$ cat config.mk
export PLATFORM = sky130hd
export DESIGN_NAME = life_automaton_row_stepper
export DESIGN_NICKNAME = d
export VERILOG_FILES = /design/src/rtl/lars_pkg.sv /design/src/rtl/life_automaton_row_stepper.sv /design/src/rtl/lars_row_rule.sv
export SDC_FILE = /design/constraint.sdc
export NUM_CORES = 2
export LEC_CHECK = 0
export CAP_MARGIN = 10
export CELL_PAD_IN_SITES_DETAIL_PLACEMENT = 1
export CELL_PAD_IN_SITES_GLOBAL_PLACEMENT = 1
export CORE_MARGIN = 8
export CORE_UTILIZATION = 29
export DETAILED_ROUTE_END_ITERATION = 10
export DONT_BUFFER_PORTS = 1
export HOLD_SLACK_MARGIN = 0.02
export PLACE_DENSITY_LB_ADDON = 0.1
export SETUP_SLACK_MARGIN = 0.1
export SYNTH_ARGS = -nofsm -noshare
export SYNTH_HDL_FRONTEND = slang
export SYNTH_SLANG_ARGS = --single-unit
$ cat constraint.sdc
create_clock -name clock -period 38 [get_ports clock]
set_clock_uncertainty 0.15 [all_clocks]
set_input_delay 5.7 -clock clock [delete_from_list [all_inputs] [get_ports clock]]
set_output_delay 5.7 -clock clock [all_outputs]
set_load 0.005 [all_outputs]
$ cat src/rtl/lars_pkg.sv
// Shared constants, types and helpers of the life automaton row stepper.
package lars_pkg;

   localparam int MAX_COLS  = 64;
   localparam int MAX_ROWS  = 4096;
   localparam int COLS_W    = 7;
   localparam int ROWS_W    = 13;
   localparam int ROW_IDX_W = 12;
   localparam int CSR_IDX_W = 1;
   localparam int CSR_DAT_W = 13;

   localparam logic [CSR_IDX_W-1:0] CSR_NUM_ROWS = 1'd0;
   localparam logic [CSR_IDX_W-1:0] CSR_NUM_COLS = 1'd1;

   localparam logic [COLS_W-1:0] COLS_MAX = COLS_W'(MAX_COLS);
   localparam logic [ROWS_W-1:0] ROWS_MAX = ROWS_W'(MAX_ROWS);

   // result slots of one job, in emit order
   localparam int JOB_MID  = 0;
   localparam int JOB_LAST = 1;
   localparam int JOB_WRAP = 2;
   localparam int JOB_N    = 3;

   typedef logic [MAX_COLS-1:0] row_type;

   typedef struct packed {
      row_type                older;
      row_type                prev;
      row_type                cur;
      row_type                first;
      row_type                second;
      logic [ROW_IDX_W-1:0]   k;
      logic [ROW_IDX_W-1:0]   last_idx;
      logic                   one_row;
   } lars_job_type;

   function automatic row_type col_mask(input logic [COLS_W-1:0] cols);
      col_mask = ~({MAX_COLS{1'b1}} << cols);
   endfunction

endpackage

$ cat src/rtl/life_automaton_row_stepper.sv
// Top level of the life automaton row stepper.
// Takes one row word of the current generation per cycle while req_stall is low, rows
// 0..N-1 in order, and returns next-generation rows: row k-1 when row k arrives (k >= 2),
// and rows N-1 and 0 after the last row (row 0 carries grid_done). The last row of a
// generation holds req_stall while its extra words (up to two: none on a one-row grid,
// one on a two-row grid) leave through the single rule unit and result register;
// a stalled full result register also holds req_stall. A row is first held in the job
// register, and its result word is then computed and captured in the result register.
// Writing either register restarts the generation at row 0; out-of-range values are clamped.
module life_automaton_row_stepper (
   input  logic                           clock,
   input  logic                           reset,
   input  logic                           req_valid,
   output logic                           req_stall,
   input  lars_pkg::row_type              req_row_cells,
   output logic                           rsp_valid,
   input  logic                           rsp_stall,
   output logic [lars_pkg::ROW_IDX_W-1:0] rsp_row_index,
   output lars_pkg::row_type              rsp_next_cells,
   output logic                           rsp_grid_done,
   input  logic                           csr_write,
   input  logic [lars_pkg::CSR_IDX_W-1:0] csr_index,
   input  logic [lars_pkg::CSR_DAT_W-1:0] csr_wdata
);
   import lars_pkg::*;

   logic [ROWS_W-1:0]    rows_ff, rows_in;
   logic [COLS_W-1:0]    cols_ff, cols_in;
   row_type              first_ff, first_in;
   row_type              second_ff, second_in;
   row_type              older_ff, older_in;
   row_type              prev_ff, prev_in;
   logic [ROW_IDX_W-1:0] count_ff, count_in;
   lars_job_type         job_ff, job_in;
   logic [JOB_N-1:0]     mask_ff, mask_in;
   logic                 rsp_valid_ff, rsp_valid_in;
   logic [ROW_IDX_W-1:0] rsp_idx_ff;
   row_type              rsp_cells_ff;
   logic                 rsp_done_ff;

   row_type              cur;
   logic                 is_last;
   logic [JOB_N-1:0]     new_mask;
   logic                 accept, out_load, go, job_free;
   logic [JOB_N-1:0]     rest;
   row_type              sel_up, sel_mid, sel_down, rule_out;
   logic [ROW_IDX_W-1:0] sel_idx;
   logic                 sel_done;
   logic [COLS_W-1:0]    wr_cols;

   assign cur     = req_row_cells & col_mask(cols_ff);
   assign is_last = ({1'b0, count_ff} + ROWS_W'(1)) >= rows_ff;

   always_comb begin
      new_mask = '0;
      new_mask[JOB_MID] = count_ff >= ROW_IDX_W'(2);
      if (is_last) begin
         new_mask[JOB_LAST] = 1'b1;
         new_mask[JOB_WRAP] = rows_ff != ROWS_W'(1);
      end
   end

   // pick the next result slot of the held job
   always_comb begin
      sel_up   = job_ff.cur;
      sel_mid  = job_ff.first;
      sel_down = job_ff.second;
      sel_idx  = '0;
      sel_done = 1'b1;
      rest     = '0;
      priority if (mask_ff[JOB_MID]) begin
         sel_up   = job_ff.older;
         sel_mid  = job_ff.prev;
         sel_down = job_ff.cur;
         sel_idx  = job_ff.k - ROW_IDX_W'(1);
         sel_done = 1'b0;
         rest     = mask_ff & ~(JOB_N'(1) << JOB_MID);
      end else if (mask_ff[JOB_LAST]) begin
         rest = mask_ff & ~(JOB_N'(1) << JOB_LAST);
         if (job_ff.one_row) begin
            sel_up   = job_ff.cur;
            sel_mid  = job_ff.cur;
            sel_down = job_ff.cur;
            sel_idx  = '0;
            sel_done = 1'b1;
         end else begin
            sel_up   = job_ff.prev;
            sel_mid  = job_ff.cur;
            sel_down = job_ff.first;
            sel_idx  = job_ff.last_idx;
            sel_done = 1'b0;
         end
      end else begin
         sel_up   = job_ff.cur;
         sel_mid  = job_ff.first;
         sel_down = job_ff.second;
         sel_idx  = '0;
         sel_done = 1'b1;
         rest     = '0;
      end
   end

   lars_row_rule u_rule (
      .up_cells   (sel_up),
      .mid_cells  (sel_mid),
      .down_cells (sel_down),
      .num_cols   (cols_ff),
      .next_cells (rule_out)
   );

   assign out_load  = !rsp_valid_ff || !rsp_stall;
   assign go        = (|mask_ff) && out_load;
   assign job_free  = !(|mask_ff) || (go && (rest == '0));
   assign req_stall = !job_free;
   assign accept    = req_valid && job_free;

   assign wr_cols = csr_wdata[COLS_W-1:0];

   always_comb begin
      rows_in   = rows_ff;
      cols_in   = cols_ff;
      first_in  = first_ff;
      second_in = second_ff;
      older_in  = older_ff;
      prev_in   = prev_ff;
      count_in  = count_ff;
      job_in    = job_ff;
      mask_in   = go ? rest : mask_ff;
      if (accept) begin
         if (count_ff == ROW_IDX_W'(0)) first_in = cur;
         if (count_ff == ROW_IDX_W'(1)) second_in = cur;
         older_in        = prev_ff;
         prev_in         = cur;
         count_in        = is_last ? '0 : count_ff + ROW_IDX_W'(1);
         job_in.older    = older_ff;
         job_in.prev     = prev_ff;
         job_in.cur      = cur;
         job_in.first    = (count_ff == ROW_IDX_W'(0)) ? cur : first_ff;
         job_in.second   = (count_ff == ROW_IDX_W'(1)) ? cur : second_ff;
         job_in.k        = count_ff;
         job_in.last_idx = ROW_IDX_W'(rows_ff - ROWS_W'(1));
         job_in.one_row  = rows_ff == ROWS_W'(1);
         mask_in         = new_mask;
      end
      if (csr_write) begin
         count_in = '0;
         unique case (csr_index)
            CSR_NUM_ROWS: begin
               if (csr_wdata == '0) rows_in = ROWS_W'(1);
               else if (csr_wdata > ROWS_MAX) rows_in = ROWS_MAX;
               else rows_in = csr_wdata;
            end
            CSR_NUM_COLS: begin
               if (wr_cols == '0) cols_in = COLS_W'(1);
               else if (wr_cols > COLS_MAX) cols_in = COLS_MAX;
               else cols_in = wr_cols;
            end
            default: begin
               rows_in = rows_ff;
            end
         endcase
      end
   end

   assign rsp_valid_in = out_load ? go : rsp_valid_ff;

   always_ff @(posedge clock) begin
      if (reset) begin
         rows_ff      <= ROWS_W'(64);
         cols_ff      <= COLS_W'(64);
         first_ff     <= '0;
         second_ff    <= '0;
         older_ff     <= '0;
         prev_ff      <= '0;
         count_ff     <= '0;
         mask_ff      <= '0;
         rsp_valid_ff <= 1'b0;
      end else begin
         rows_ff      <= rows_in;
         cols_ff      <= cols_in;
         first_ff     <= first_in;
         second_ff    <= second_in;
         older_ff     <= older_in;
         prev_ff      <= prev_in;
         count_ff     <= count_in;
         mask_ff      <= mask_in;
         rsp_valid_ff <= rsp_valid_in;
      end
   end

   always_ff @(posedge clock) begin
      job_ff <= job_in;
      if (go) begin
         rsp_idx_ff   <= sel_idx;
         rsp_cells_ff <= rule_out;
         rsp_done_ff  <= sel_done;
      end
   end

   assign rsp_valid      = rsp_valid_ff;
   assign rsp_row_index  = rsp_idx_ff;
   assign rsp_next_cells = rsp_cells_ff;
   assign rsp_grid_done  = rsp_done_ff;

endmodule

$ cat src/rtl/lars_row_rule.sv
// Life rule for one row word with wrapped columns.
module lars_row_rule (
   input  lars_pkg::row_type            up_cells,
   input  lars_pkg::row_type            mid_cells,
   input  lars_pkg::row_type            down_cells,
   input  logic [lars_pkg::COLS_W-1:0]  num_cols,
   output lars_pkg::row_type            next_cells
);
   import lars_pkg::*;

   localparam int SEL_W = $clog2(MAX_COLS) > 0 ? $clog2(MAX_COLS) : 1;

   logic [COLS_W-1:0] last_col;
   logic [SEL_W-1:0]  last_sel;
   row_type           last_bit;
   row_type           up_l, up_r, mid_l, mid_r, dn_l, dn_r;
   row_type           rule;
   logic [3:0]        count;

   assign last_col = num_cols - COLS_W'(1);
   assign last_sel = last_col[SEL_W-1:0];
   assign last_bit = row_type'(1) << last_sel;

   // neighbors: bits above the used width are zero, so only the wrap ends need fixing
   assign up_l  = (up_cells << 1)   | row_type'(up_cells[last_sel]);
   assign mid_l = (mid_cells << 1)  | row_type'(mid_cells[last_sel]);
   assign dn_l  = (down_cells << 1) | row_type'(down_cells[last_sel]);
   assign up_r  = (up_cells >> 1)   | (up_cells[0]   ? last_bit : '0);
   assign mid_r = (mid_cells >> 1)  | (mid_cells[0]  ? last_bit : '0);
   assign dn_r  = (down_cells >> 1) | (down_cells[0] ? last_bit : '0);

   always_comb begin
      rule  = '0;
      count = '0;
      for (int j = 0; j < MAX_COLS; j++) begin
         count = 4'(up_l[j]) + 4'(up_cells[j]) + 4'(up_r[j])
               + 4'(mid_l[j]) + 4'(mid_r[j])
               + 4'(dn_l[j]) + 4'(down_cells[j]) + 4'(dn_r[j]);
         rule[j] = (count == 4'd3) || (mid_cells[j] && (count == 4'd2));
      end
   end

   assign next_cells = rule & col_mask(num_cols);

endmodule

==> flow_metrics.tcl <==
set metrics [dict create \
    cts.sinks 714 \
    first_global_vias 35700 \
    synthArstFlopShare_pct 0 \
    holdBufCountCts 0 \
    fin_hold_ws_ps 253 \
    crit_family "adder cells" \
    netlist_instances 4618 \
    worst_pin_slew_ps 1310 \
    drtIter0Drc 2376 \
    worstPathRequired_ps 32150 \
    track_usage_pct 20.8 \
    yosysTopAreaCellShare_pct 28.2 \
    synth_seq_cells 714 \
    globalplace.congestion 0.859 \
    hold_violations 0 \
    critPathLaunchType "primary input" \
    clk_pin_slew_ps 60 \
    p_leak_nw 20.4 \
    startpoint "rsp_stall" \
    post_synth.cell_area_avg_um2 9.74 \
    status "finished clean" \
    hpwl_um 130000 \
    setup_tns_ps 0 \
    synth_area_um2 45000 \
    p_per_area_nw_per_um2 50.1 \
    grt_max_degree 283 \
    ys_top_cells_by_area "edfxtp_1 (28%), dfxtp_1 (13%), fa_1 (11%)" \
    routed-wl-met2_um 78400 \
    fmax_ghz 0.0813 \
    cts_tree "done" \
    hold_start "older_ff[38]" \
    ant_nets 0 \
    h-tree-depth 3 \
    cap_violations 0 \
    firstDrtPassIters 6 \
    via_count 34900 \
    core_um2 154000 \
    clk_latency_ps 720 \
    cp-end-kind "output pin" \
    final-max-slew-violation-count 0 \
    syn2layout_area_growth_pct 12.7 \
    highest_layer "met5" \
    ys_seq_area_share_pct 41.2 \
    syn_nets 5176 \
    yosys.cell_types.count 80 \
    synth_largest_area_cell "edfxtp_1" \
    cts_resized 0 \
    io_pins 162 \
    drt-met1-wl_um 85700 \
    initial_core_util_pct 29.2 \
    fin_ws_ps 25690 \
    totalWireLength_um 180000 \
    rsz0062_at_grt "no" \
    yosys_warnings 0 \
    crit_type "primary input to output pin" \
    grt_pass1_wl_um 259000 \
    final_cells 6725 \
    cp_data_arrival_time_ps 6460 \
    fillers 17300 \
    slowest_delay_ps 370 \
    die_area_um2 168000 \
    die_w_um 410 \
    crit_chain "and2_1 -> maj3_1 -> a2bb2oi_1" \
    min_period_over_period_pct 32.4 \
    rr_startpoint "cols_ff[0]" \
    multiInputGateArea_um2 23300 \
    dr_wl_met3_um 9540 \
    post-route-drc-count 0 \
    synth_edf_count 422 \
    dp_cells 6548 \
    cts_setup_buffers 0 \
    post-place-ws_ps 25680 \
    io_buffers 0 \
    slew_headroom_pct 12.8 \
    ir_worst_vdd_mv 0.0298 \
    drive_above_1_share_pct 9.48 \
    wl_per_cell_um 26.7 \
    setup_viol 0 \
    layout_min_cycle_time_ps 12310 \
    nets 5153 \
    seqCellArea_um2 18500 \
    antenna_found_initial 32 \
    worst-path-buf-inv 0 \
    hold_class "flip-flop to flip-flop" \
    rows 144 \
    numCtsBuffers 89 \
    slowest_stage "maj3_1" \
    grt_overflow_total 0 \
    cts.path.max_buffers 3 \
    viasPerCell 5.20 \
    die-height_um 410 \
    ys.flop_type "edfxtp_1" \
    critical_path.max_fanout 6 \
    cts_root_buf "clkbuf_16" \
]
## layout by cell type (no fill, tap or decap), types with 42 or more instances in the layout
cell,count
o21ai_0,316
edfxtp_1,422
mux2_2,71
nand3_1,44
dfxtp_1,289
mux2i_1,125
clkbuf_16,92
ha_1,217
nand2_1,701
buf_4,147
inv_1,564
nor2_1,241
a2111oi_0,62
a21oi_1,377
fa_1,256
a22oi_1,42
nor2b_1,92
## final cells by class
class                           instances  area share (%)
Clock buffer                          129            5.05
Tap cell                             2044            5.04
Sequential cell                       714            36.5
Clock inverter                         39           0.822
Timing Repair Buffer                  151            2.33
Inverter                              567            4.22
Multi-Input combinational cell       3072            45.9
Antenna cell                            9          0.0444
## synth_stat cells, types with 37 or more instances
| cell type | count |
|---|---|
| inv_1 | 565 |
| edfxtp_1 | 422 |
| a2111oi_0 | 86 |
| nor2b_1 | 93 |
| dfxtp_1 | 292 |
| fa_1 | 256 |
| nand3_1 | 44 |
| nand2_1 | 701 |
| a21oi_1 | 377 |
| mux2i_1 | 126 |
| a22oi_1 | 42 |
| buf_2 | 44 |
| mux2_2 | 71 |
| clkbuf_1 | 181 |
| nand2b_1 | 37 |
| o21ai_0 | 316 |
| ha_1 | 219 |
| nor2_1 | 243 |
## final timing paths
path                            slack, ps  cells past startpoint           endpoint
worst max-delay path                25690                      3          req_stall
worst min-delay path                  250                      0        job_ff[319]
worst max register to register      30300                     24  rsp_next_cells[0]
worst min register to register        250                      0        job_ff[319]
## layer usage
| metal | up-vias | track usage (%) |
|---|---|---|
| li1 | 15900 | - |
| met1 | 17900 | 29.6 |
| met2 | 789 | 32.2 |
| met3 | 260 | 3.48 |
| met4 | 12 | 6.66 |
| met5 | - | 0 |
## flip-flops by register name, summed over array words and instances (netlist names), 3 cells and up
| register | flops |
|---|---|
| count_ff | 12 |
| rsp_next_cells | 64 |
| older_ff | 64 |
| job_ff | 345 |
| prev_ff | 64 |
| rsp_row_index | 12 |
| first_ff | 64 |
| rows_ff | 13 |
| mask_ff | 3 |
| cols_ff | 7 |
| second_ff | 64 |
## worst reg2reg max path: cells and delay by family (launching register included)
kind            cells  cell delay [ps]
compound gates      6             1080
fa+ha+maj           6             2200
buf+inv             6             1560
flops               1              770
simple gates        6             1690
## metrics by stage
| step | area, um2 | utilization (%) | power [W] |
|---|---|---|---|
| 2_1_floorplan | 45000 | - | 0.00140 |
| 3_3_place_gp | 47700 | 31.0 | 0.00168 |
| 3_5_place_dp | 47700 | 31.0 | 0.00170 |
| 4_1_cts | 50700 | 32.9 | 0.00258 |
| 5_1_grt | 50700 | 32.9 | 0.00271 |
| 6_report | 50700 | 32.9 | 0.00254 |
## power by group
group          internal (W)  switching (W)
registers          0.000881      0.0000236
clock network      0.000496       0.000369
logic              0.000281       0.000492
## logic make-up after synthesis
kind of cell    after synthesis  synth area share (%)
flops                       714                  41.2
buf+inv                     832                  7.47
simple gates               1263                  12.4
mux                         233                  6.36
xor+xnor                     34                 0.662
compound gates             1065                  14.4
fa+ha+maj                   477                  17.5
Note: power is estimated with default switching activity, not from simulation.
